**config.mk**
```make
export PLATFORM = sky130hd
export DESIGN_NAME = hns_back
export DESIGN_NICKNAME = d
export VERILOG_FILES = /design/src/rtl/core/hns_pkg.sv /design/src/rtl/core/hns_back.sv
export SDC_FILE = /design/constraint.sdc
export NUM_CORES = 2
export LEC_CHECK = 0
export CAP_MARGIN = 20
export CORE_ASPECT_RATIO = 0.8
export CORE_MARGIN = 3
export CORE_UTILIZATION = 50
export CTS_CLUSTER_SIZE = 16
export DETAILED_ROUTE_END_ITERATION = 8
export DONT_BUFFER_PORTS = 1
export GPL_ROUTABILITY_DRIVEN = 0
export MAX_ROUTING_LAYER = met4
export SLEW_MARGIN = 20
export SYNTH_ARGS = -nofsm -noshare
export SYNTH_HDL_FRONTEND = slang
export SYNTH_SLANG_ARGS = --single-unit
```
**constraint.sdc**
```tcl
create_clock -name clock -period 22.3 [get_ports clock]
set_clock_uncertainty 0.05 [all_clocks]
set_input_delay 1.115 -clock clock [delete_from_list [all_inputs] [get_ports clock]]
set_output_delay 1.115 -clock clock [all_outputs]
set_load 0.005 [all_outputs]
```
**src/rtl/core/hns_pkg.sv**
```systemverilog
// ----------------------------------------------------------------------------
// hns_pkg
// Shared types and constants of the height-map normal stream.
// ----------------------------------------------------------------------------
package hns_pkg;

   localparam int MAX_COLS   = 256;
   localparam int COL_W      = $clog2(MAX_COLS);
   localparam int LINES      = 3;
   localparam int LINE_DEPTH = LINES * MAX_COLS;
   localparam int ADDR_W     = $clog2(LINE_DEPTH);
   localparam int ROW_W      = 12;
   localparam int LEN_W      = 9;
   localparam int CNT_W      = 13;
   localparam int CSR_W      = 13;
   localparam int HEIGHT_W   = 16;
   localparam int DIFF_W     = HEIGHT_W + 1;
   localparam int COMP_W     = 16;
   localparam int QUEUE_DEPTH = 4;
   localparam int QPTR_W     = $clog2(QUEUE_DEPTH);

   localparam logic [LEN_W-1:0] LEN_MIN   = 9'd2;
   localparam logic [LEN_W-1:0] LEN_MAX   = 9'(MAX_COLS);
   localparam logic [LEN_W-1:0] LEN_RESET = 9'd160;
   localparam logic [CNT_W-1:0] CNT_MIN   = 13'd2;
   localparam logic [CNT_W-1:0] CNT_MAX   = 13'd4096;
   localparam logic [CNT_W-1:0] CNT_RESET = 13'd160;

   // register indexes
   localparam logic CSR_ROW_LENGTH = 1'b0;
   localparam logic CSR_ROW_COUNT  = 1'b1;

   typedef logic [1:0] slot_type;

   typedef struct packed {
      logic [ROW_W-1:0]         row;
      logic [COL_W-1:0]         column;
      logic signed [DIFF_W-1:0] dl;
      logic signed [DIFF_W-1:0] dh;
      logic                     last;
   } job_type;

   typedef struct packed {
      logic [ROW_W-1:0]         row;
      logic [COL_W-1:0]         column;
      logic signed [COMP_W-1:0] nx;
      logic signed [COMP_W-1:0] ny;
      logic signed [COMP_W-1:0] nz;
      logic                     last;
   } result_type;

   typedef enum logic [1:0] {FE_IDLE, FE_LR, FE_UD, FE_PUSH} fe_state_type;

   typedef enum logic [2:0] {
      BK_IDLE, BK_SQA, BK_SQB, BK_SUM, BK_START, BK_DIV, BK_SQRT, BK_PUSH
   } bk_state_type;

   function automatic slot_type slot_dec(slot_type s);
      return (s == 2'd0) ? 2'd2 : s - 2'd1;
   endfunction

endpackage

```
**src/rtl/core/hns_back.sv**
```systemverilog
// ----------------------------------------------------------------------------
// hns_back
// Normalize unit: per component a restoring divide of v*v*2^28 by the
// squared length, then a bit-serial square root; results go to a small
// output queue.
// ----------------------------------------------------------------------------
module hns_back import hns_pkg::*; (
   input  logic       clock,
   input  logic       reset,
   input  logic       job_empty,
   input  job_type    job_data,
   output logic       job_pop,
   input  logic       rsp_pop,
   output logic       rsp_empty,
   output result_type rsp_data
);

   bk_state_type state_ff, state_in;

   job_type      job_ff;
   logic [31:0]  sqa_ff, sqb_ff;
   logic [33:0]  s_ff;
   logic [34:0]  rem_ff;
   logic [28:0]  quo_ff;
   logic [4:0]   cnt_ff;
   logic [3:0]   idx_ff;
   logic [14:0]  m_ff;
   logic [1:0]   comp_ff;
   logic signed [COMP_W-1:0] res_ff [3];

   logic [15:0]  mag;
   logic [32:0]  v2;
   logic [34:0]  shifted;
   logic [14:0]  trial;
   logic [29:0]  trial_sq;
   logic [14:0]  m_next;
   logic         neg;

   result_type        oq_ff [QUEUE_DEPTH];
   logic [QPTR_W-1:0] oq_wr_ff, oq_rd_ff;
   logic [QPTR_W:0]   oq_count_ff;
   logic              oq_full, oq_push;

   assign oq_full   = (oq_count_ff == (QPTR_W+1)'(QUEUE_DEPTH));
   assign rsp_empty = (oq_count_ff == '0);
   assign rsp_data  = oq_ff[oq_rd_ff];

   always_comb begin
      mag = (state_ff == BK_SQA) ?
            (job_ff.dl[DIFF_W-1] ? 16'(-job_ff.dl) : job_ff.dl[15:0]) :
            (job_ff.dh[DIFF_W-1] ? 16'(-job_ff.dh) : job_ff.dh[15:0]);
      case (comp_ff)
         2'd0:    v2 = {1'b0, sqa_ff};
         2'd1:    v2 = 33'd65536;
         default: v2 = {1'b0, sqb_ff};
      endcase
      case (comp_ff)
         2'd0:    neg = job_ff.dl[DIFF_W-1];
         2'd1:    neg = 1'b1;
         default: neg = job_ff.dh[DIFF_W-1];
      endcase
      shifted  = {rem_ff[33:0], 1'b0};
      trial    = m_ff | (15'd1 << idx_ff);
      trial_sq = trial * trial;
      m_next   = (trial_sq <= {1'b0, quo_ff}) ? trial : m_ff;
   end

   always_comb begin
      state_in = state_ff;
      job_pop  = 1'b0;
      oq_push  = 1'b0;
      case (state_ff)
         BK_IDLE: begin
            if (!job_empty) begin
               job_pop  = 1'b1;
               state_in = BK_SQA;
            end
         end
         BK_SQA:   state_in = BK_SQB;
         BK_SQB:   state_in = BK_SUM;
         BK_SUM:   state_in = BK_START;
         BK_START: state_in = BK_DIV;
         BK_DIV:   if (cnt_ff == 5'd27) state_in = BK_SQRT;
         BK_SQRT: begin
            if (idx_ff == '0) state_in = (comp_ff == 2'd2) ? BK_PUSH : BK_START;
         end
         BK_PUSH: begin
            if (!oq_full) begin
               oq_push  = 1'b1;
               state_in = BK_IDLE;
            end
         end
         default: state_in = BK_IDLE;
      endcase
   end

   always_ff @(posedge clock) begin
      if (reset) state_ff <= BK_IDLE;
      else       state_ff <= state_in;
   end

   always_ff @(posedge clock) begin
      case (state_ff)
         BK_IDLE:  if (!job_empty) job_ff <= job_data;
         BK_SQA:   sqa_ff <= mag * mag;
         BK_SQB:   sqb_ff <= mag * mag;
         BK_SUM: begin
            s_ff    <= 34'(sqa_ff) + 34'(sqb_ff) + 34'd65536;
            comp_ff <= 2'd0;
         end
         BK_START: begin
            // integer quotient bit, at most one since v*v never exceeds s
            if ({1'b0, v2} >= {1'b0, s_ff}) begin
               rem_ff <= 35'({1'b0, v2}) - 35'(s_ff);
               quo_ff <= 29'd1;
            end else begin
               rem_ff <= 35'(v2);
               quo_ff <= 29'd0;
            end
            cnt_ff <= '0;
         end
         BK_DIV: begin
            if (shifted >= {1'b0, s_ff}) begin
               rem_ff <= shifted - {1'b0, s_ff};
               quo_ff <= {quo_ff[27:0], 1'b1};
            end else begin
               rem_ff <= shifted;
               quo_ff <= {quo_ff[27:0], 1'b0};
            end
            cnt_ff <= cnt_ff + 5'd1;
            m_ff   <= '0;
            idx_ff <= 4'd14;
         end
         BK_SQRT: begin
            m_ff   <= m_next;
            idx_ff <= idx_ff - 4'd1;
            if (idx_ff == '0) begin
               res_ff[comp_ff] <= neg ? -$signed({1'b0, m_next}) : $signed({1'b0, m_next});
               comp_ff <= comp_ff + 2'd1;
            end
         end
         default: ;
      endcase
   end

   always_ff @(posedge clock) begin
      if (reset) begin
         oq_wr_ff    <= '0;
         oq_rd_ff    <= '0;
         oq_count_ff <= '0;
      end else begin
         if (oq_push) oq_wr_ff <= oq_wr_ff + 1'b1;
         if (rsp_pop && !rsp_empty) oq_rd_ff <= oq_rd_ff + 1'b1;
         oq_count_ff <= oq_count_ff + (QPTR_W+1)'(oq_push)
                        - (QPTR_W+1)'(rsp_pop && !rsp_empty);
      end
   end

   always_ff @(posedge clock) begin
      if (oq_push) begin
         oq_ff[oq_wr_ff].row    <= job_ff.row;
         oq_ff[oq_wr_ff].column <= job_ff.column;
         oq_ff[oq_wr_ff].nx     <= res_ff[0];
         oq_ff[oq_wr_ff].ny     <= res_ff[1];
         oq_ff[oq_wr_ff].nz     <= res_ff[2];
         oq_ff[oq_wr_ff].last   <= job_ff.last;
      end
   end

endmodule

```
==> flow_summary.yaml <==
setup_path:
  critPathMaxStageDelay_ns: 0.64
  worstPathMaxFanout: 28
  cp_data_arrival_time_ns: 12.33
  critPathKind: "register to register"
  cp_common_cell: "fa_1"
  startpoint_type: "register"
  slowest_stage: "or4b_2"
  crit_path_end_kind: "register"
  cp.required_ns: 22.62
timing:
  hold-worst-slack_ns: 0.421
  worst_pin_slew_ns: 1.09
  hold_viol: 0
  rsz0062_at_grt: "no"
  timing.fmax_mhz: 83.3
  slew_viol_final: 0
  fin_crit_sh_pct: 53.8
  fin_tns_setup_ns: 0
  setup_violations: 0
  max-slew-margin-rel_pct: 27.3
  min_period_ns: 12.01
placement:
  hpwl_um: 70600
  postPlaceCellArea_um2: 42600
  portBuffers: 0
cts:
  htree_num_levels: 2
  tritoncts: "yes"
  clockRootBuffer: "clkbuf_16"
  post_cts_resized: 0
  clock_latency_ns: 0.65
  cts.clk_slew.worst_paths_ns: 0.07
  cts.sinks: 576
  hold_buffers: 0
  post_cts_buffers: 0
  cts_buffer_depth: 3
  cts_buffers: 59
die:
  ios: 130
  core_region_area_um2: 81200
  die-area_um2: 86200
  placementRows: 93
  start_util_pct: 50.9
  dieWidth_um: 328
  dieHeight_um: 263
final_layout:
  fillers: 6985
  drive_gt1_share_pct: 7.18
  final_cell_mix: "inv_1 (564), edfxtp_1 (564), ha_1 (354)"
  final_area_um2: 44700
  area_delta_synth_final_pct: 7.96
  nNetsFinal: 4263
routing:
  vias: 26200
  firstDrtPassIters: 5
  drtIter0Drc: 2116
  routed_wirelength_um: 93200
  routedWlPerCell_um: 19.9
  routed_via_density: 5.60
  drc: 0
  drt.antenna.violating_nets: 0
global_routing:
  grt_first_pass_wirelength_um: 151000
  grt_pass1_vias: 27400
  overflow: 0
  grt_max_degree: 70
  grt_use_total_pct: 22.6
  antenna_found_initial: 3
synthesis:
  ys_warn_count: 0
  synth_ff_type: "edfxtp_1"
  synth_seq_cells: 576
  syn_nets: 4271
  syn_avg_cell_area_um2: 11.6
  synth_cells: 3554
  ys_seq_area_share_pct: 41.5
  synth-edff-count: 564
  syn_area_um2: 41400
  synthArstFlopShare_pct: 0
  synth_cell_types: 84
hold_path:
  hp-class: "register to register"
flow_run:
  drv_cap: 0
run_status:
  status: "complete, no violations"
-- flip-flops by register name (all words and copies together) (netlist names), named ones only --
name / flops
rem_ff: 34
idx_ff: 4
state_ff: 3
s_ff: 34
oq_ff: 276
quo_ff: 29
oq_rd_ff: 2
sqb_ff: 31
job_ff: 55
oq_count_ff: 3
cnt_ff: 5
oq_wr_ff: 2
m_ff: 15
sqa_ff: 31
comp_ff: 2
res_ff: 48
-- Yosys cell counts (all sizes together), types with 6 or more instances --
cell	number	area [um^2]
fa	304	6090
mux2	10	113
nor3b	7	57.6
o41ai	6	52.6
edfxtp	564	16900
or2	18	115
o21a	27	203
or4	6	48.8
a31oi	24	150
o211ai	12	90.1
a21o	73	548
nor2	278	1040
xor2	54	473
nand2	182	683
mux2i	55	576
xnor2	132	1160
o2111ai	6	52.6
clkbuf	73	274
o21bai	22	165
nor3	37	185
clkinv	6	22.5
a211o	7	61.3
nor4	7	43.8
or3	18	113
a22o	26	228
a211oi	24	185
and3	21	131
o31ai	20	164
inv	573	2150
a22oi	10	75.1
o31a	7	61.3
nor2b	28	175
dfxtp	12	240
nand2b	28	175
o21ai	112	561
buf	23	95.1
ha	354	4430
a21oi	177	886
mux4	69	1550
and2	21	131
nand4	23	144
nand3	36	180
-- worst paths after layout --
| kind | cells after the start | slack [ns] | endpoint | start |
|---|---|---|---|---|
| setup / recovery | 39 | 10.29 | res_ff[2][8] | idx_ff[2] |
| hold / removal | 0 | 0.42 | oq_ff[0][62] | job_ff[48] |
| setup reg to reg | 39 | 10.29 | res_ff[2][8] | idx_ff[2] |
| hold reg to reg | 0 | 0.42 | oq_ff[0][62] | job_ff[48] |
-- through the flow --
step	setup slack (ns)	instances	utilization [%]
3_3_place_gp	10.82	4577	52.5
4_1_cts	10.44	4686	55.0
3_5_place_dp	10.53	4577	52.5
2_1_floorplan	11.88	3554	-
5_1_grt	9.45	4688	55.0
6_report	10.29	4688	55.0
-- layout make-up --
cell class / count / area [um^2] / area share, %
diodes: 2 / 5.00 / 0.0112
clock buffers: 70 / 1570 / 3.52
clock inverters: 39 / 417 / 0.933
inverters: 579 / 2170 / 4.87
multi-input cells: 2303 / 21700 / 48.7
flip-flops and latches: 576 / 17200 / 38.5
well taps: 1092 / 1370 / 3.06
repair buffers: 27 / 206 / 0.462
-- metal layers --
metal	global-route usage (%)	vias up	routed length [um]
li1	-	12300	-
met2	33.1	692	40800
met1	33.9	13100	45400
met3	3.47	98	5590
met4	4.06	0	1350
met5	-	-	0
-- critical path: cells and delay by family, from the launching register on --
family	cells	cell delay [ns]
xor+xnor	2	0.29
simple gates	7	2.28
buf+inv	6	0.77
fa+ha+maj	9	4.01
flops	1	0.56
compound gates	15	3.76
-- logic make-up (layout without fill, tap and decap cells) --
family | after synthesis | in the layout | share of synthesized area [%]
buffers and inverters | 675 | 715 | 6.15
flip-flops | 576 | 576 | 41.5
multiplexers | 134 | 134 | 5.42
adder cells (fa/ha/maj) | 658 | 658 | 25.4
other | 1 | 3 | 0.00906
XOR/XNOR | 186 | 186 | 3.96
AO/OA/AOI/OAI | 598 | 598 | 9.39
AND/OR/NAND/NOR | 726 | 726 | 8.14
Power is left out: the tool's default activity adds up to more than one toggle a clock period on the data nets, which glitch-free logic cannot reach.
