[src/rtl/core/hns_pkg.sv]
// ----------------------------------------------------------------------------
// hns_pkg
// Shared types and constants of the height-map normal stream.
// ----------------------------------------------------------------------------
package hns_pkg;

   localparam int MAX_COLS   = 256;
   localparam int COL_W      = $clog2(MAX_COLS);
   localparam int LINES      = 3;
   localparam int LINE_DEPTH = LINES * MAX_COLS;
   localparam int ADDR_W     = $clog2(LINE_DEPTH);
   localparam int ROW_W      = 12;
   localparam int LEN_W      = 9;
   localparam int CNT_W      = 13;
   localparam int CSR_W      = 13;
   localparam int HEIGHT_W   = 16;
   localparam int DIFF_W     = HEIGHT_W + 1;
   localparam int COMP_W     = 16;
   localparam int QUEUE_DEPTH = 4;
   localparam int QPTR_W     = $clog2(QUEUE_DEPTH);

   localparam logic [LEN_W-1:0] LEN_MIN   = 9'd2;
   localparam logic [LEN_W-1:0] LEN_MAX   = 9'(MAX_COLS);
   localparam logic [LEN_W-1:0] LEN_RESET = 9'd160;
   localparam logic [CNT_W-1:0] CNT_MIN   = 13'd2;
   localparam logic [CNT_W-1:0] CNT_MAX   = 13'd4096;
   localparam logic [CNT_W-1:0] CNT_RESET = 13'd160;

   // register indexes
   localparam logic CSR_ROW_LENGTH = 1'b0;
   localparam logic CSR_ROW_COUNT  = 1'b1;

   typedef logic [1:0] slot_type;

   typedef struct packed {
      logic [ROW_W-1:0]         row;
      logic [COL_W-1:0]         column;
      logic signed [DIFF_W-1:0] dl;
      logic signed [DIFF_W-1:0] dh;
      logic                     last;
   } job_type;

   typedef struct packed {
      logic [ROW_W-1:0]         row;
      logic [COL_W-1:0]         column;
      logic signed [COMP_W-1:0] nx;
      logic signed [COMP_W-1:0] ny;
      logic signed [COMP_W-1:0] nz;
      logic                     last;
   } result_type;

   typedef enum logic [1:0] {FE_IDLE, FE_LR, FE_UD, FE_PUSH} fe_state_type;

   typedef enum logic [2:0] {
      BK_IDLE, BK_SQA, BK_SQB, BK_SUM, BK_START, BK_DIV, BK_SQRT, BK_PUSH
   } bk_state_type;

   function automatic slot_type slot_dec(slot_type s);
      return (s == 2'd0) ? 2'd2 : s - 2'd1;
   endfunction

endpackage

[src/rtl/core/hns_job_queue.sv]
// ----------------------------------------------------------------------------
// hns_job_queue
// Small queue of difference words between the front and the normalize unit.
// ----------------------------------------------------------------------------
module hns_job_queue import hns_pkg::*; (
   input  logic    clock,
   input  logic    reset,
   input  logic    push,
   input  job_type push_data,
   output logic    full,
   input  logic    pop,
   output job_type pop_data,
   output logic    empty
);

   job_type           entry_ff [QUEUE_DEPTH];
   logic [QPTR_W-1:0] wr_ff, rd_ff;
   logic [QPTR_W:0]   count_ff;

   assign full     = (count_ff == (QPTR_W+1)'(QUEUE_DEPTH));
   assign empty    = (count_ff == '0);
   assign pop_data = entry_ff[rd_ff];

   always_ff @(posedge clock) begin
      if (reset) begin
         wr_ff    <= '0;
         rd_ff    <= '0;
         count_ff <= '0;
      end else begin
         if (push && !full) wr_ff <= wr_ff + 1'b1;
         if (pop && !empty) rd_ff <= rd_ff + 1'b1;
         count_ff <= count_ff + (QPTR_W+1)'(push && !full) - (QPTR_W+1)'(pop && !empty);
      end
   end

   always_ff @(posedge clock) begin
      if (push && !full) entry_ff[wr_ff] <= push_data;
   end

endmodule

[config.mk]
export PLATFORM = sky130hd
export DESIGN_NAME = hns_job_queue
export DESIGN_NICKNAME = d
export VERILOG_FILES = /design/src/rtl/core/hns_pkg.sv /design/src/rtl/core/hns_job_queue.sv
export SDC_FILE = /design/constraint.sdc
export NUM_CORES = 1
export LEC_CHECK = 0
export ABC_AREA = 1
export BUFFER_PORTS_ARGS = -buffer_cell sky130_fd_sc_hd__buf_2
export CORE_MARGIN = 5
export CORE_UTILIZATION = 50
export CTS_CLUSTER_SIZE = 8
export DETAILED_ROUTE_END_ITERATION = 7
export GPL_TIMING_DRIVEN = 0
export PLACE_DENSITY_LB_ADDON = 0.2
export SYNTH_ARGS = -nofsm -noshare
export SYNTH_HDL_FRONTEND = slang
export SYNTH_SLANG_ARGS = --single-unit
export TNS_END_PERCENT = 10
[constraint.sdc]
create_clock -name clock -period 4.3 [get_ports clock]
set_input_delay 0.215 -clock clock [delete_from_list [all_inputs] [get_ports clock]]
set_output_delay 0.215 -clock clock [all_outputs]
set_load 0.01 [all_outputs]
==> summary.md, run 1 <==
| Metric | Value |
|---|---|
| Filler cell count in the final layout | 1,252 |
| I/O Pins | 116 |
| Final antenna-violating net count | 0 |
| Syn Std Cell Area | 8680 µm² |
| CP Launch Type | flip-flop |
| Drt initial violations | 367 |
| Worst setup EP type | primary output |
| CP Max Fanout | 10 |
| Synth cell types | 18 |
| Number of H-tree levels | 2 |
| CP cell instances | buf_6 > clkbuf_1 > nor2_1 > o22ai_1 > buf_2 |
| Tightest Pin Transition | 610 ps |
| Final Worst Setup Slack | 2020 ps |
| Wire per inst | 19.4 µm |
| Slowest-stage cell, CP | clkbuf_1 |
| Worst Skew | 11.7 ps |
| Commonest non-fill, non-tap cell in the layout | edfxtp_1 |
| Post-synthesis average cell area | 14.5 µm² |
| Most frequent cells in the layout | edfxtp_1 (220), buf_2 (125), nor2_1 (115), o21ai_0 (65), dlygate4sd3_1 (56) |
| Final hold violations | 0 |
| Register area | 6790 µm² |
| Relative slew slack | 0.593 |
| Die W | 142 µm |
| Synth warnings | 0 |
| Total grt overflow | 0 |
| Yosys reg bits | 229 |
| Fmax | 0.438 GHz |
| Detailed-route via count | 5,768 |
| Min-Delay Path Class | in2reg |
| Initial core utilization | 0.506 |
| Longest Clk Path Bufs | 3 |
| CTS tree | built |
| Setup CP Type | reg2out |
| CTS Buf Count | 34 |
| Fin area | 11,200 µm² |
| DRT Pass-1 Iters | 5 |
| Post-place setup slack | 2120 ps |
| Util after Layout | 0.655 |
| Synthesized instance count | 601 |
| Layout cells sized above 1 | 0.247 |
| CP required | 4090 ps |
| Post-route minimum period | 2280 ps |
| Area after DPL | 9730 µm² |
| Max-slew violations | 0 |
| Chip height | 142 µm |
| Largest net degree at the start of global routing | 28 |
| Peak VDD IR | 0.437 mV |
| Leading area contributor after synthesis | edfxtp_1 |
| Antenna violations before repair | 0 |
| First-pass GRT wire length | 31.7 mm |
| Final Cycle Share | 0.531 |
| Worst skew pair latency | 480 ps |
| Synthesized Nets | 667 |
| CORE AREA | 17,200 µm² |
| Unrepaired setup endpoints after global routing | no |
| Arrival time worst endpoint | 2070 ps |
| P&R area growth vs syn | 29.4% |
| Final Wtd Congestion | 0.739 |
| Max incr delay on CP | 450 ps |
| Antenna cells | 0 |
| HPWL Detailed | 12.3 mm |
| Net count reported at finish | 882 |
| Total GRT Usage | 0.204 |
| Fin Hold WS | 36.9 ps |
| Clock root buffer | clkbuf_16 |
| DRC | 0 |
| Top cells by area, synth | edfxtp_1 (76%), nor2_1 (5.1%), o21ai_0 (3.7%), o22ai_1 (3.6%), o21ai_1 (2.6%) |
| CTS clk-pin slew, worst paths | 50 ps |
| Total die area | 20,100 µm² |
| Vias in the first global route | 6,209 |
| # Max-Cap Violations | 0 |
| Leak | 0.00410 µW |
| Multi-input gate area | 1620 µm² |
| Pwr dens | 600 nW/µm² |
| # port buffers | 115 |
| Status | finished clean |
| TritonCTS Sinks | 229 |
| Synth top area share | 0.761 |
| Row Count | 48 |
| Routed WL | 20.4 mm |
| Vias per cell | 5.50 |
| Final setup violation count | 0 |
| Sequential area share after synthesis | 0.781 |
[worst paths after layout]
kind / from / end / cells after the start / slack (ps)
min: pop / flip-flop / 3 / 40
max: flip-flop / pop_data[14] / 5 / 2020
max reg2reg: count_ff[1]$_SDFF_PP0_ / count_ff[2]$_SDFF_PP0_ / 10 / 2100
min reg2reg: rd_ff[0]$_SDFFE_PP0P_ / flip-flop / 2 / 510
[layer usage]
metal / vias to the layer above / wire (µm) / global-route usage
met5: - / 0 / 0
met4: 0 / 548 / 0.0778
met3: 46 / 1500 / 0.0448
met2: 235 / 10300 / 0.352
met1: 2828 / 8060 / 0.251
li1: 2659 / - / -
[final cells by class]
class,count,area share
repair buffers,179,0.115
plain buffers,35,0.0208
flip-flops and latches,229,0.604
clock buffers,42,0.0840
clock inverters,1,0.000445
multi-input cells,317,0.144
inverters,20,0.00668
well taps,225,0.0250
[registers in the layout, indices dropped and copies added, names as in the netlist, named ones only]
name      count
entry_ff    220
wr_ff         2
count_ff      3
rd_ff         2
[critical path, delay by kind of cell (launching register included)]
kind / cells / cell delay [ps]
simple gates: 1 / 110
buf+inv: 3 / 820
compound gates: 1 / 290
flops: 1 / 360
[synthesized netlist by cell type]
library cell and number:
edfxtp_1 220, nor2_1 119, o21ai_0 65, o22ai_1 50
o21ai_1 45, inv_1 14, clkbuf_1 13, buf_6 12
nand2_1 12, buf_2 10, dfxtp_1 9, ha_1 6
inv_2 6, a21oi_1 5, nor2_2 5, o22ai_2 5
nand3_1 4, fa_1 1
[per-stage QoR]
stage / total power [µW] / TNS [ps] / cells
final: 6750 / 0 / 1048
after global routing: 7070 / 0 / 1048
after CTS: 6800 / 0 / 1048
after detailed placement: 4410 / 0 / 949
after global placement: 4340 / -265640 / 941
after floorplan: 3730 / 0 / 601
[cell families (layout without fill, tap and decap cells)]
| kind of cell | Yosys count | after routing | synth area share |
|---|---|---|---|
| DFF | 229 | 229 | 0.781 |
| AOI/OAI and AO/OA | 170 | 170 | 0.109 |
| and+or+nand+nor | 140 | 140 | 0.0625 |
| buffers and inverters | 55 | 277 | 0.0356 |
| adders and majority gates | 7 | 7 | 0.0109 |
[power breakdown]
part,leakage (µW),switching [µW],internal (µW)
Clock,0.000466,823,1510
Combinational,0.00154,1050,582
Sequential,0.00209,63.2,2720
[timing repair]
action,4_1_cts,5_1_grt
setup buffers,0,0
resized for setup,0,0
hold endpoints to repair,222,0
hold buffers,56,0
Note: power is estimated with default switching activity, not from simulation.
==> run 2: changes to the inputs <==
ABC_AREA = 0   (was 1)
clock period = 2.3 ns   (was 4.3 ns; I/O delays follow)
==> summary.md, run 2 <==
| Metric | Value |
|---|---|
| Main synth FF type | edfxtp_1 (unchanged) |
| Detailed-route via count | 4,121 (was 5,768) |
| Final antenna-violating net count | 0 (unchanged) |
| # port buffers | 114 (was 115) |
| Setup CP Type | reg2reg (was reg2out) |
| Biggest regs | entry_ff: 220 flops, count_ff: 3 flops (unchanged) |
| Most frequent cells in the layout | edfxtp_1 (220), buf_2 (119), dlygate4sd3_1 (56), mux4_2 (50), clkbuf_16 (37) (was edfxtp_1 (220), buf_2 (125), nor2_1 (115), o21ai_0 (65), dlygate4sd3_1 (56)) |
| Fmax | 0.460 GHz |
| Largest Register | entry_ff (unchanged) |
| Final Cycle Share | 0.945 |
| Total grt overflow | 0 (unchanged) |
| Leak | 0.00380 µW (was 0.00410 µW) |
| Pwr dens | 1120 nW/µm² (was 600 nW/µm²) |
| Commonest non-fill, non-tap cell in the layout | edfxtp_1 (unchanged) |
| HPWL Detailed | 8.70 mm (was 12.3 mm) |
| Async set-or-reset flop fraction in the synthesized netlist | 0 (unchanged) |
| Synthesized instance count | 338 (was 601) |
| TritonCTS Sinks | 229 (unchanged) |
| Synth cell types | 26 (was 18) |
| Worst Skew | 9.54 ps (was 11.7 ps) |
| Tightest Pin Transition | 891 ps (was 610 ps) |
| Top cells by area, synth | edfxtp_1 (78%), mux4_2 (13%), dfxtp_1 (2.1%), mux4_1 (1.5%), buf_12 (1.2%) (was edfxtp_1 (76%), nor2_1 (5.1%), o21ai_0 (3.7%), o22ai_1 (3.6%), o21ai_1 (2.6%)) |
| Final setup violation count | 0 (unchanged) |
| Post-synth EDFFs | 220 (unchanged) |
| First-pass GRT wire length | 25.2 mm (was 31.7 mm) |
| Net count reported at finish | 612 (was 882) |
| Chip height | 140 µm (was 142 µm) |
| CTS clk-pin slew, worst paths | 50 ps (about the same) |
| Placed Cells | 672 (was 949) |
| DRT Pass-1 Iters | 4 (was 5) |
| Wire per inst | 20.2 µm (was 19.4 µm) |
| Met3 Track Usage GR | 0.0402 (was 0.0448) |
| Unrepaired setup endpoints after global routing | no (unchanged) |
| Final setup TNS | 0 ps (unchanged) |
| Peak VDD IR | 0.790 mV (was 0.437 mV) |
| Largest net degree at the start of global routing | 56 (was 28) |
| Yosys reg bits | 229 (unchanged) |
| Met2 Use GR | 0.289 (was 0.352) |
| Antenna violations before repair | 0 (unchanged) |
| Status | finished clean (unchanged) |
| Vias in the first global route | 4,761 (was 6,209) |
| Clock root buffer | clkbuf_16 (unchanged) |
| CORE AREA | 16,600 µm² (was 17,200 µm²) |
| Longest Clk Path Bufs | 3 (unchanged) |
| Drt initial violations | 211 (was 367) |
| Worst setup EP type | flip-flop (was primary output) |
| Cell Count, Final, Fillers Out | 779 (was 1,048) |
| Leading area contributor after synthesis | edfxtp_1 (unchanged) |
| Layout cells sized above 1 | 0.406 (was 0.247) |
| Max-slew violations | 0 (unchanged) |
| Vias per cell | 5.29 (was 5.50) |
| Post-route minimum period | 2170 ps |
| Antenna cells | 0 (unchanged) |
| # Max-Cap Violations | 0 (unchanged) |
| Number of H-tree levels | 2 (unchanged) |
| CTS tree | built (unchanged) |
| Final hold violations | 0 (unchanged) |
| Min-Delay Path Class | in2reg (unchanged) |
| I/O Pins | 116 (unchanged) |
| Worst skew pair latency | 480 ps (about the same) |
| Final Wtd Congestion | 0.712 (was 0.739) |
| Row Count | 47 (was 48) |
| Arrival time worst endpoint | 2530 ps (was 2070 ps) |
| CP required | 2650 ps (was 4090 ps) |
| Most common library cells after synthesis | edfxtp_1 (220), mux4_2 (50), dfxtp_1 (9) (was edfxtp_1 (220), nor2_1 (119), o21ai_0 (65)) |
| Syn Std Cell Area | 8480 µm² (was 8680 µm²) |
| Most crowded layer after global routing | met2 (unchanged) |
| Most common cell in the synthesized netlist | edfxtp_1 (unchanged) |
| Total die area | 19,700 µm² (was 20,100 µm²) |
| Relative slew slack | 0.406 (was 0.593) |
| Met1 Use GR | 0.201 (was 0.251) |
| CP Max Fanout | 6 (was 10) |
| Die W | 140 µm (was 142 µm) |
| CTS Buf Count | 34 (unchanged) |
| Synthesized Nets | 404 (was 667) |
| Total GRT Usage | 0.166 (was 0.204) |
| Synth top area share | 0.779 (was 0.761) |
| CP Launch Type | flip-flop (unchanged) |
| P&R area growth vs syn | 28.8% (was 29.4%) |
| Synth warnings | 0 (unchanged) |
| Routed WL | 15.7 mm (was 20.4 mm) |
| Initial core utilization | 0.511 (was 0.506) |
| Post-synthesis average cell area | 25.1 µm² (was 14.5 µm²) |
| Max reg flops | 220 (unchanged) |
| DRC | 0 (unchanged) |
| Sequential area share after synthesis | 0.801 (was 0.781) |
[run 2: cell types whose count changed after synthesis, moves of 6 or more]
| cell | previous run | this run |
|---|---|---|
| buf_6 | 12 | 1 |
| clkbuf_1 | 13 | 1 |
| inv_1 | 14 | 8 |
| inv_2 | 6 | 0 |
| mux4_2 | 0 | 50 |
| nand2_1 | 12 | 1 |
| nor2_1 | 119 | 4 |
| o21ai_0 | 65 | 2 |
| o21ai_1 | 45 | 0 |
| o22ai_1 | 50 | 0 |
[run 2: final cells by class]
cell class                 count  area [µm²]
sequential                   229        6790
fill                        1115        5660
multi-input combinational     88        1560
timing repair buffer         172        1150
clock buffer                  48         967
tap                          220         275
buffer                        13         145
inverter                       8        30.0
clock inverter                 1        5.00
[run 2: final timing paths]
| path | depth (start not counted) | endpoint | startpoint | slack, ps |
|---|---|---|---|---|
| setup reg to reg | 10 | count_ff[2]$_SDFF_PP0_ | count_ff[2]$_SDFF_PP0_ | 130 |
| hold reg to reg | 2 | flip-flop | rd_ff[1]$_SDFFE_PP0P_ | 530 |
| hold / removal | 4 | rd_ff[0]$_SDFFE_PP0P_ | pop | 20 |
| setup / recovery | 10 | count_ff[2]$_SDFF_PP0_ | count_ff[2]$_SDFF_PP0_ | 130 |
[run 2: cells by family after synthesis]
kind of cell    Yosys count  share of synthesized area
flops                   229                      0.801
mux                      56                      0.150
buf+inv                  21                     0.0207
simple gates             17                     0.0117
fa+ha+maj                 7                     0.0112
compound gates            5                    0.00325
xor+xnor                  3                    0.00310
[run 2: metal layers]
| layer | vias to the layer above | share of wire |
|---|---|---|
| met5 | - | 0 |
| li1 | 1846 | - |
| met3 | 26 | 0.051 |
| met2 | 102 | 0.54 |
| met1 | 2147 | 0.39 |
| met4 | 0 | 0.021 |
[run 2: what timing repair did]
action | in CTS | in global routing
setup endpoints to repair | 1 | 1
hold endpoints to repair | 226 | 0
resized for setup | 1 | 8
buffers inserted | 0 | 2
gates cloned | 0 | 0
pin swaps | 0 | 1
hold buffers | 56 | 0
[run 2: worst max-delay path, stage by stage, from the launching register on]
cell     delay, ps
dfxtp_2        360
nor3b_4        180
nor2_4         180
inv_1           70
ha_1           270
inv_1           40
ha_1           180
fa_1           410
xnor2_2        170
xnor2_1        140
nor2_1          60
[run 2: through the flow]
stage | total power, µW | util | hold slack [ps] | setup slack, ps | instance area, µm²
final | 12200 | 0.658 | 21.0 | 127 | 10900
after global routing | 12800 | 0.658 | 15.6 | 2.74 | 10900
after global placement | 7730 | 0.562 | 325 | -1330 | 9320
after CTS | 12300 | 0.655 | 3.94 | 80.9 | 10900
after detailed placement | 7780 | 0.563 | 331 | -20.4 | 9330
after floorplan | 6900 | - | 214 | -214 | 8480
[run 2: power breakdown]
part | switching [µW] | leakage (µW) | internal [µW] | total (µW)
combinational | 1270 | 0.00124 | 1350 | 2620
sequential | 127 | 0.00209 | 5030 | 5160
clock | 1560 | 0.000473 | 2870 | 4430
